--- src/sv/ebike_display_link_framer_core_assert.svh ---
// Assertion macros for the display link framer.
// Included by the top level; expects clk and rst_n in scope.
`ifndef EBIKE_DISPLAY_LINK_FRAMER_CORE_ASSERT_SVH
`define EBIKE_DISPLAY_LINK_FRAMER_CORE_ASSERT_SVH

// Consequent must hold in the same cycle as the antecedent.
`define EBDL_ASSERT_NOW(label, ante, cons, msg) \
  label: assert property (@(posedge clk) disable iff (!rst_n) (ante) |-> (cons)) \
    else $error(msg);

// Consequent must hold in the cycle after the antecedent.
`define EBDL_ASSERT_NEXT(label, ante, cons, msg) \
  label: assert property (@(posedge clk) disable iff (!rst_n) (ante) |=> (cons)) \
    else $error(msg);

`endif

--- src/sv/ebdl_pkg.sv ---
// Shared types, constants and the status frame byte table of the display link framer.
// No dependencies; imported by ebdl_div, ebike_display_link_framer_core, ebdl_link_monitor and testbench.
`timescale 1ns / 1ps

package ebdl_pkg;

  // Input word modes.
  localparam logic        MODE_RX_BYTE   = 1'b0;
  localparam logic        MODE_TICK      = 1'b1;

  // Receive framing.
  localparam int          RX_FRAME_BYTES = 20;
  localparam int          POS_W          = 5;
  localparam logic [7:0]  RX_START       = 8'h01;
  localparam logic [7:0]  RX_SECOND      = 8'h14;
  localparam logic [3:0]  LEVEL_MASK     = 4'hF;
  localparam logic [POS_W-1:0] POS_LEVEL = POS_W'(4);
  localparam logic [POS_W-1:0] POS_LAST  = POS_W'(RX_FRAME_BYTES - 1);

  // Wheel time division.
  localparam int          DVD_W    = 19;
  localparam int          DIV_W    = 13;
  localparam int          CNT_W    = 5;
  localparam logic [DVD_W-1:0] WHEEL_DIVIDEND = DVD_W'(382795);
  localparam logic signed [15:0] SPEED_MIN = 16'sd90;
  localparam logic signed [15:0] SPEED_MAX = 16'sd4557;

  // Status frame.
  localparam int          STATUS_LEN  = 14;
  localparam int          IDX_W       = 4;
  localparam logic [IDX_W-1:0] STATUS_LAST = IDX_W'(STATUS_LEN - 1);
  localparam logic [7:0]  MOTOR_ERR_CODE   = 8'h40;

  // Result kinds.
  localparam logic [1:0]  KIND_STATUS = 2'd0;
  localparam logic [1:0]  KIND_GOOD   = 2'd1;
  localparam logic [1:0]  KIND_BAD    = 2'd2;

  typedef struct packed {
    logic               mode;
    logic [7:0]         rx_byte;
    logic signed [15:0] wheel_speed;
  } in_item_t;

  typedef struct packed {
    logic [1:0] kind;
    logic [7:0] tx_byte;
    logic       last;
    logic [3:0] assist_level;
    logic       level_changed;
  } out_item_t;

  // Divider control and result between the sequencer and the divider.
  typedef struct packed {
    logic             start;
    logic [DIV_W-1:0] divisor;
  } div_req_t;

  typedef struct packed {
    logic             done;
    logic [DIV_W-1:0] quotient;
  } div_rsp_t;

  // Byte idx of the status frame: 02 0E 01 err 80 00 00 00 wtH wtL 00 00 FF xor.
  // The constant bytes fold to 0x72 in the checksum.
  function automatic logic [7:0] status_byte(input logic [IDX_W-1:0] idx,
                                             input logic             err,
                                             input logic [DIV_W-1:0] wt);
    logic [7:0] err_b;
    logic [7:0] wt_hi;
    logic [7:0] wt_lo;
    logic [7:0] res;
    err_b = err ? MOTOR_ERR_CODE : 8'h00;
    wt_hi = 8'(wt >> 8);
    wt_lo = wt[7:0];
    case (idx)
      4'd0:    res = 8'h02;
      4'd1:    res = 8'h0E;
      4'd2:    res = 8'h01;
      4'd3:    res = err_b;
      4'd4:    res = 8'h80;
      4'd8:    res = wt_hi;
      4'd9:    res = wt_lo;
      4'd12:   res = 8'hFF;
      4'd13:   res = 8'h72 ^ err_b ^ wt_hi ^ wt_lo;
      default: res = 8'h00;
    endcase
    return res;
  endfunction

endpackage

--- src/sv/ebdl_div.sv ---
// Bit-serial restoring divider: the fixed wheel dividend over a clamped speed.
// Depends on ebdl_pkg.
`timescale 1ns / 1ps

module ebdl_div (
  input  logic               clk,
  input  logic               rst_n,
  input  ebdl_pkg::div_req_t req,
  output ebdl_pkg::div_rsp_t rsp
);
  import ebdl_pkg::*;

  logic             busy_r, busy_nxt;
  logic             done_r, done_nxt;
  logic [CNT_W-1:0] cnt_r, cnt_nxt;
  logic [DIV_W-1:0] dsr_r, dsr_nxt;
  logic [DIV_W-1:0] rem_r, rem_nxt;
  logic [DVD_W-1:0] dq_r, dq_nxt;

  logic [DIV_W:0]   trial;
  logic [DIV_W:0]   diff;
  logic             ge;

  // One quotient bit per cycle; dq shifts dividend bits out and quotient bits in.
  assign trial = {rem_r, dq_r[DVD_W-1]};
  assign diff  = trial - {1'b0, dsr_r};
  assign ge    = (trial >= {1'b0, dsr_r});

  always_comb begin
    busy_nxt = busy_r;
    done_nxt = 1'b0;
    cnt_nxt  = cnt_r;
    dsr_nxt  = dsr_r;
    rem_nxt  = rem_r;
    dq_nxt   = dq_r;
    if (req.start) begin
      busy_nxt = 1'b1;
      cnt_nxt  = '0;
      dsr_nxt  = req.divisor;
      rem_nxt  = '0;
      dq_nxt   = WHEEL_DIVIDEND;
    end else if (busy_r) begin
      rem_nxt = ge ? diff[DIV_W-1:0] : trial[DIV_W-1:0];
      dq_nxt  = {dq_r[DVD_W-2:0], ge};
      cnt_nxt = cnt_r + CNT_W'(1);
      if (cnt_r == CNT_W'(DVD_W - 1)) begin
        busy_nxt = 1'b0;
        done_nxt = 1'b1;
      end
    end
  end

  always_ff @(posedge clk) begin
    if (!rst_n) begin
      busy_r <= 1'b0;
      done_r <= 1'b0;
      cnt_r  <= '0;
    end else begin
      busy_r <= busy_nxt;
      done_r <= done_nxt;
      cnt_r  <= cnt_nxt;
    end
    dsr_r <= dsr_nxt;
    rem_r <= rem_nxt;
    dq_r  <= dq_nxt;
  end

  assign rsp.done     = done_r;
  assign rsp.quotient = dq_r[DIV_W-1:0];

endmodule

--- src/sv/ebike_display_link_framer_core.sv ---
// Top level of the display link framer: receive framing, status frame sequencer.
// Depends on ebdl_pkg, ebdl_div and ebike_display_link_framer_core_assert.svh.
`timescale 1ns / 1ps

// Each input word is either a byte received from the display (mode 0) or a
// service tick carrying the wheel speed (mode 1). The frame hunter looks for
// 0x01 then 0x14, collects a 20-byte frame and, at its last byte, produces
// one word: a good frame report with the assist level from the low nibble of
// byte 4 and a changed flag, or a checksum error. A service tick clamps the
// speed to 90..4557, divides 382795 by it in the bit-serial divider (one
// quotient bit per cycle) and then emits the 14 status frame bytes, one per
// cycle while the output register is free, the last one flagged. in_ready
// stays low while a tick is divided and its bytes are emitted, also while
// the consumer holds out_ready low. Results sit in an output register, and
// a new input word is taken only while that register is empty or is being
// read in the same cycle, so a result that waits holds off the input.
// The motor_error register may be written at any time the block is idle; it
// selects the error byte (0x40 or 0x00) carried in status frame byte 3.

module ebike_display_link_framer_core (
  input  logic                 clk,
  input  logic                 rst_n,
  input  logic                 in_valid,
  output logic                 in_ready,
  input  ebdl_pkg::in_item_t   in_data,
  output logic                 out_valid,
  input  logic                 out_ready,
  output ebdl_pkg::out_item_t  out_data,
  input  logic                 cfg_valid,
  output logic                 cfg_ready,
  input  logic                 cfg_data
);
  import ebdl_pkg::*;

  `include "ebike_display_link_framer_core_assert.svh"

  localparam logic [1:0] ST_IDLE = 2'd0;
  localparam logic [1:0] ST_DIV  = 2'd1;
  localparam logic [1:0] ST_EMIT = 2'd2;

  logic [1:0]       state_r, state_nxt;
  logic [POS_W-1:0] pos_r, pos_nxt;
  logic [7:0]       xor_r, xor_nxt;
  logic [3:0]       cap_r, cap_nxt;
  logic [3:0]       assist_r, assist_nxt;
  logic             motor_err_r, motor_err_nxt;
  logic [IDX_W-1:0] idx_r, idx_nxt;
  logic [DIV_W-1:0] wt_r, wt_nxt;
  logic             out_valid_r, out_valid_nxt;
  out_item_t        out_data_r, out_data_nxt;

  logic             in_acc;
  logic             out_free;
  logic [7:0]       rx_b;
  logic signed [15:0] speed;
  div_req_t         div_req;
  div_rsp_t         div_rsp;

  // The output register can take a new word when empty or being drained.
  assign out_free  = !out_valid_r || out_ready;
  assign in_ready  = (state_r == ST_IDLE) && out_free;
  assign in_acc    = in_valid && in_ready;
  assign cfg_ready = 1'b1;
  assign rx_b      = in_data.rx_byte;
  assign speed     = in_data.wheel_speed;

  always_comb begin
    div_req.start   = in_acc && (in_data.mode == MODE_TICK);
    div_req.divisor = DIV_W'(SPEED_MIN);
    if (speed > SPEED_MAX) begin
      div_req.divisor = DIV_W'(SPEED_MAX);
    end else if (speed >= SPEED_MIN) begin
      div_req.divisor = speed[DIV_W-1:0];
    end
  end

  ebdl_div u_div (
    .clk   (clk),
    .rst_n (rst_n),
    .req   (div_req),
    .rsp   (div_rsp)
  );

  always_comb begin
    state_nxt     = state_r;
    pos_nxt       = pos_r;
    xor_nxt       = xor_r;
    cap_nxt       = cap_r;
    assist_nxt    = assist_r;
    motor_err_nxt = motor_err_r;
    idx_nxt       = idx_r;
    wt_nxt        = wt_r;
    out_valid_nxt = out_valid_r && !out_ready;
    out_data_nxt  = out_data_r;

    if (cfg_valid && cfg_ready) begin
      motor_err_nxt = cfg_data;
    end

    case (state_r)
      ST_IDLE: begin
        if (in_acc && (in_data.mode == MODE_TICK)) begin
          state_nxt = ST_DIV;
        end else if (in_acc) begin
          if (pos_r == '0) begin
            // Bytes before a start byte are dropped.
            if (rx_b == RX_START) begin
              xor_nxt = rx_b;
              pos_nxt = POS_W'(1);
            end
          end else if (pos_r == POS_W'(1)) begin
            if (rx_b != RX_SECOND) begin
              pos_nxt = '0;
              xor_nxt = '0;
            end else begin
              xor_nxt = xor_r ^ rx_b;
              pos_nxt = POS_W'(2);
            end
          end else if (pos_r >= POS_LAST) begin
            // Frame end: report, then hunt for the next start byte.
            out_valid_nxt = 1'b1;
            out_data_nxt  = '0;
            if ((xor_r ^ rx_b) == 8'h00) begin
              out_data_nxt.kind          = KIND_GOOD;
              out_data_nxt.assist_level  = cap_r;
              out_data_nxt.level_changed = (cap_r != assist_r);
              assist_nxt                 = cap_r;
            end else begin
              out_data_nxt.kind = KIND_BAD;
            end
            pos_nxt = '0;
            xor_nxt = '0;
          end else begin
            if (pos_r == POS_LEVEL) begin
              cap_nxt = rx_b[3:0] & LEVEL_MASK;
            end
            xor_nxt = xor_r ^ rx_b;
            pos_nxt = pos_r + POS_W'(1);
          end
        end
      end
      ST_DIV: begin
        if (div_rsp.done) begin
          wt_nxt    = div_rsp.quotient;
          idx_nxt   = '0;
          state_nxt = ST_EMIT;
        end
      end
      ST_EMIT: begin
        if (out_free) begin
          out_valid_nxt        = 1'b1;
          out_data_nxt         = '0;
          out_data_nxt.kind    = KIND_STATUS;
          out_data_nxt.tx_byte = status_byte(idx_r, motor_err_r, wt_r);
          out_data_nxt.last    = (idx_r == STATUS_LAST);
          if (idx_r == STATUS_LAST) begin
            state_nxt = ST_IDLE;
          end else begin
            idx_nxt = idx_r + IDX_W'(1);
          end
        end
      end
      default: begin
        state_nxt = ST_IDLE;
      end
    endcase
  end

  always_ff @(posedge clk) begin
    if (!rst_n) begin
      state_r     <= ST_IDLE;
      pos_r       <= '0;
      xor_r       <= '0;
      cap_r       <= '0;
      assist_r    <= '0;
      motor_err_r <= 1'b0;
      idx_r       <= '0;
      out_valid_r <= 1'b0;
    end else begin
      state_r     <= state_nxt;
      pos_r       <= pos_nxt;
      xor_r       <= xor_nxt;
      cap_r       <= cap_nxt;
      assist_r    <= assist_nxt;
      motor_err_r <= motor_err_nxt;
      idx_r       <= idx_nxt;
      out_valid_r <= out_valid_nxt;
    end
    wt_r       <= wt_nxt;
    out_data_r <= out_data_nxt;
  end

  assign out_valid = out_valid_r;
  assign out_data  = out_data_r;

  // The frame marker only ever closes a status frame.
  `EBDL_ASSERT_NOW(a_last_is_status, out_valid_r && out_data_r.last,
    out_data_r.kind == KIND_STATUS, "last flag on a non-status word")
  // The divider finishes only while the sequencer waits for it.
  `EBDL_ASSERT_NOW(a_done_in_div, div_rsp.done, state_r == ST_DIV,
    "divider done outside the divide state")
  // Wheel time always lies within the range the clamp allows.
  `EBDL_ASSERT_NOW(a_wt_range, div_rsp.done,
    (div_rsp.quotient >= DIV_W'(84)) && (div_rsp.quotient <= DIV_W'(4253)),
    "wheel time out of range")
  // A service tick leaves the receive framing untouched.
  `EBDL_ASSERT_NEXT(a_rx_hold, state_r != ST_IDLE, $stable(pos_r) && $stable(xor_r),
    "receive state moved during a status run")

endmodule

--- config.mk ---
export PLATFORM = sky130hd
export DESIGN_NAME = ebike_display_link_framer_core
export DESIGN_NICKNAME = d
export VERILOG_FILES = /design/src/sv/ebdl_pkg.sv /design/src/sv/ebdl_div.sv /design/src/sv/ebike_display_link_framer_core.sv
export VERILOG_INCLUDE_DIRS = /design/src /design/src/sv
export SDC_FILE = /design/constraint.sdc
export NUM_CORES = 1
export LEC_CHECK = 0
export ABC_AREA = 0
export BUFFER_PORTS_ARGS = -buffer_cell sky130_fd_sc_hd__buf_4
export CELL_PAD_IN_SITES_DETAIL_PLACEMENT = 1
export CELL_PAD_IN_SITES_GLOBAL_PLACEMENT = 2
export CORE_ASPECT_RATIO = 1.1
export CORE_UTILIZATION = 30
export CTS_BUF_LIST = sky130_fd_sc_hd__clkbuf_16
export DETAILED_ROUTE_END_ITERATION = 10
export PLACE_DENSITY = 0.64
export SLEW_MARGIN = 20
export SYNTH_ARGS = -nofsm -noshare
export SYNTH_HDL_FRONTEND = slang
export SYNTH_SLANG_ARGS = --single-unit
--- constraint.sdc ---
create_clock -name clk -period 7.1 [get_ports clk]
set_input_delay 0.355 -clock clk [delete_from_list [all_inputs] [get_ports clk]]
set_output_delay 0.355 -clock clk [all_outputs]
set_load 0.02 [all_outputs]
==> impl_results.md <==
* Asr flop ratio synth at 0%
* Clk_lat worst skew at 0.36 ns
* Routing usage on met2 at 24.66%
* CP most frequent cell: nand3_1
* GR Layer Usage met1 at 18.54%
* CTS tree: built
* Top delay family on crit path: simple AND/OR/NAND/NOR gates
* EDFF count, synth at 42
* Post-Place Worst Slack at 3.895 ns
* Final Max Slew Viols at 0
* GRT busiest layer: met2
* Largest area contributor in the netlist: dfxtp_1
* Post-Synthesis Cells at 604
* Largest net degree at the start of global routing at 42
* Die Wd at 134.2 um
* Final core area utilization at 35.69%
* Max Cap Viol at 0
* DIE AREA at 19780 um^2
* GRT met3 Usage at 2.401%
* Crit. path cell count at 7
* FF+latch count, synth at 110
* Vias/cell at 5.080
* H-tree lvl count at 3
* Number of fill cells at 2146
* Gr usage total at 14.35%
* Std cell rows at 52
* Worst slew pin tran at 1.023 ns
* Top FF cell, synth: dfxtp_1
* Slew headroom at 31.47%
* Maximum fanout along the worst path at 27
* Final nets at 691
* Worst setup SP type: flop
* Setup TNS Final at 0 ns
* Final WS setup at 4.138 ns
* Root cell of the clock tree: clkbuf_16
* Layout cell share with drive strength beyond 1 at 11.99%
* Vias in the first global route at 4483
* Clk sink count at 110
* Hold Path Stages at 3
* Io pins at 50
* Yosys Warn Count at 0
* Final Hold Fails at 0
* Leakage at 0.002604 uW
* CP Class: reg -> reg
* Worst path arrival time at 3.20 ns
* Netlist cell types at 64
* I/O Buffers at 48
* Detailed-route DRC error count at 0
* Gr ovfl total at 0
* Status: finished, final reports clean
* Fin crit period at 2.962 ns
* Final Setup Violations at 0
* VDD IR max at 0.1245 mV
* Pwr Density at 244.5 nW/um^2
* N_diodes at 0
* Synth area leaders: dfxtp_1 24%, edfxtp_1 22%, mux2i_1 4.9%, ha_1 4.8%, o21ai_0 3.7%
* Worst setup EP type: flop
* Setup bufs post-CTS at 0
* CTS Buf Count at 9
* Syn Area/Cell at 9.546 um^2
* Drt wl/cell at 15.34 um
* Chip height at 147.4 um
* CP max stage cell: inv_1
* Area growth syn-to-layout at 15.19%
* Crit path cell chain: nor2b_1 > nor3_1 > nand3_1 > inv_1 > nor3_1 > nand3_1 > nand3_1
* Core area at 18610 um^2
* Synth top area share at 23.61%
* R2R cell count at 7
* Critical path's largest stage delay at 1.04 ns
* Final RePlAce weighted congestion at 0.7606
* Final period util at 41.72%
* DRT Pass-1 Iters at 4
* Synthesized area at 5766 um^2
* Starting Density at 30.98%
* Post-synthesis sequential area ratio at 45.49%
* Worst-path clk slew at 0.08 ns
* Min-delay worst type: in -> reg
* Total number of vias at 4496
* Unrepaired setup endpoints after global routing: no
* Syn_nets at 658
* First-pass GRT wire length at 22770 um
* Antenna violations before repair at 0
* Post-DP HPWL at 10040 um
* Crit path required time at 7.34 ns
* Crit path buf inv count at 1
* Final WL at 13580 um
* Post-CTS Resized at 0
* Routed Antenna Nets at 0
* Clk_skew at 0.01618 ns
* Hold-fix buffers at CTS at 0
* Max Clk Rate at 0.3376 GHz
* 1st-iter DRT viols at 253
* Clock Tree Buf Depth at 2
cells by family after synthesis:
kind of cell    after synthesis  share of synthesized area (%)
mux                          28                          4.861
buf+inv                      58                          4.015
other cells                   1                        0.06504
fa+ha+maj                    23                          5.121
compound gates              144                          16.36
simple gates                216                          20.44
xor+xnor                     24                          3.646
flops                       110                          45.49
cells in the final DEF, fill, tap and decap left out, types with 21 or more instances in the layout:
| cell | Yosys | layout |
|---|---|---|
| edfxtp_1 | 42 | 42 |
| buf_4 | 1 | 51 |
| nor2b_1 | 21 | 21 |
| ha_1 | 22 | 22 |
| mux2i_1 | 28 | 28 |
| nor2_1 | 39 | 39 |
| a21oi_1 | 26 | 26 |
| dfxtp_1 | 68 | 68 |
| inv_1 | 29 | 29 |
| o21ai_0 | 43 | 43 |
| nand2_1 | 42 | 42 |
cells in the mapped netlist (4+ instances only):
| cell | n |
|---|---|
| nand3_1 | 18 |
| o21a_1 | 7 |
| and2_1 | 9 |
| nor3_1 | 19 |
| and3_1 | 8 |
| a21o_1 | 8 |
| dfxtp_1 | 68 |
| nand3b_1 | 5 |
| o211ai_1 | 13 |
| o21ai_0 | 43 |
| nor3b_1 | 6 |
| nor2b_1 | 21 |
| a21boi_0 | 4 |
| xnor2_1 | 6 |
| edfxtp_1 | 42 |
| nor4_1 | 12 |
| xor2_1 | 18 |
| and3b_1 | 6 |
| nand4_1 | 6 |
| ha_1 | 22 |
| clkbuf_1 | 23 |
| mux2i_1 | 28 |
| nor2_1 | 39 |
| a211oi_1 | 7 |
| nand2b_1 | 9 |
| a21oi_1 | 26 |
| a31oi_1 | 7 |
| nand2_1 | 42 |
| inv_1 | 29 |
metal layers:
layer,wire [um],vias to the layer above
met1,6513,2158
met3,374,9
li1,-,2277
met2,6554,52
met5,0,-
met4,133,0
where the power goes:
group	leakage [uW]	switching [uW]	internal [uW]	total [uW]
registers	0.000934	44.8	710	755
logic	0.00152	210	141	351
clock network	0.000150	264	254	518
total	0.00260	519	1100	1620
sequential cells by signal (all words and copies together) (netlist names):
signal / cells
assist_r: 4
u_div.busy_r: 1
u_div.rem_r: 13
out_valid: 1
u_div.cnt_r: 5
cap_r: 4
motor_err_r: 1
u_div.dq_r: 19
u_div.done_r: 1
state_r: 2
wt_r: 13
idx_r: 4
out_data: 16
xor_r: 8
pos_r: 5
u_div.dsr_r: 13
final timing paths:
check / slack [ns] / to / from
min: 0.26 / motor_err_r / cfg_data
min reg2reg: 0.47 / wt_r[8] / u_div.dq_r[8]
max: 4.14 / u_div.rem_r[1] / out_valid
max reg2reg: 4.14 / u_div.rem_r[1] / out_valid
worst min-delay path, stage by stage:
cell and delay (ns):
buf_4 0.08, mux2i_1 0.06, nor2b_1 0.10
layout make-up:
class / instances / area (um^2) / share of cell area [%]
multi-input combinational: 436 / 2917 / 43.91
sequential: 110 / 2623 / 39.49
timing repair buffer: 51 / 382.9 / 5.765
tap: 243 / 304.0 / 4.578
clock buffer: 9 / 225.2 / 3.391
inverter: 29 / 108.9 / 1.639
clock inverter: 7 / 81.33 / 1.225
stage by stage:
stage | total power (uW) | instance area, um^2 | instances | hold WS (ns)
finish | 1624 | 6641 | 885 | 0.2648
global route | 1719 | 6641 | 885 | 0.2596
CTS | 1644 | 6641 | 885 | 0.2623
detailed placement | 1122 | 6335 | 869 | 0.4498
global placement | 1112 | 6335 | 869 | 0.4467
floorplan | 1016 | 5766 | 604 | 0.4292
Note: power is estimated with default switching activity, not from simulation.
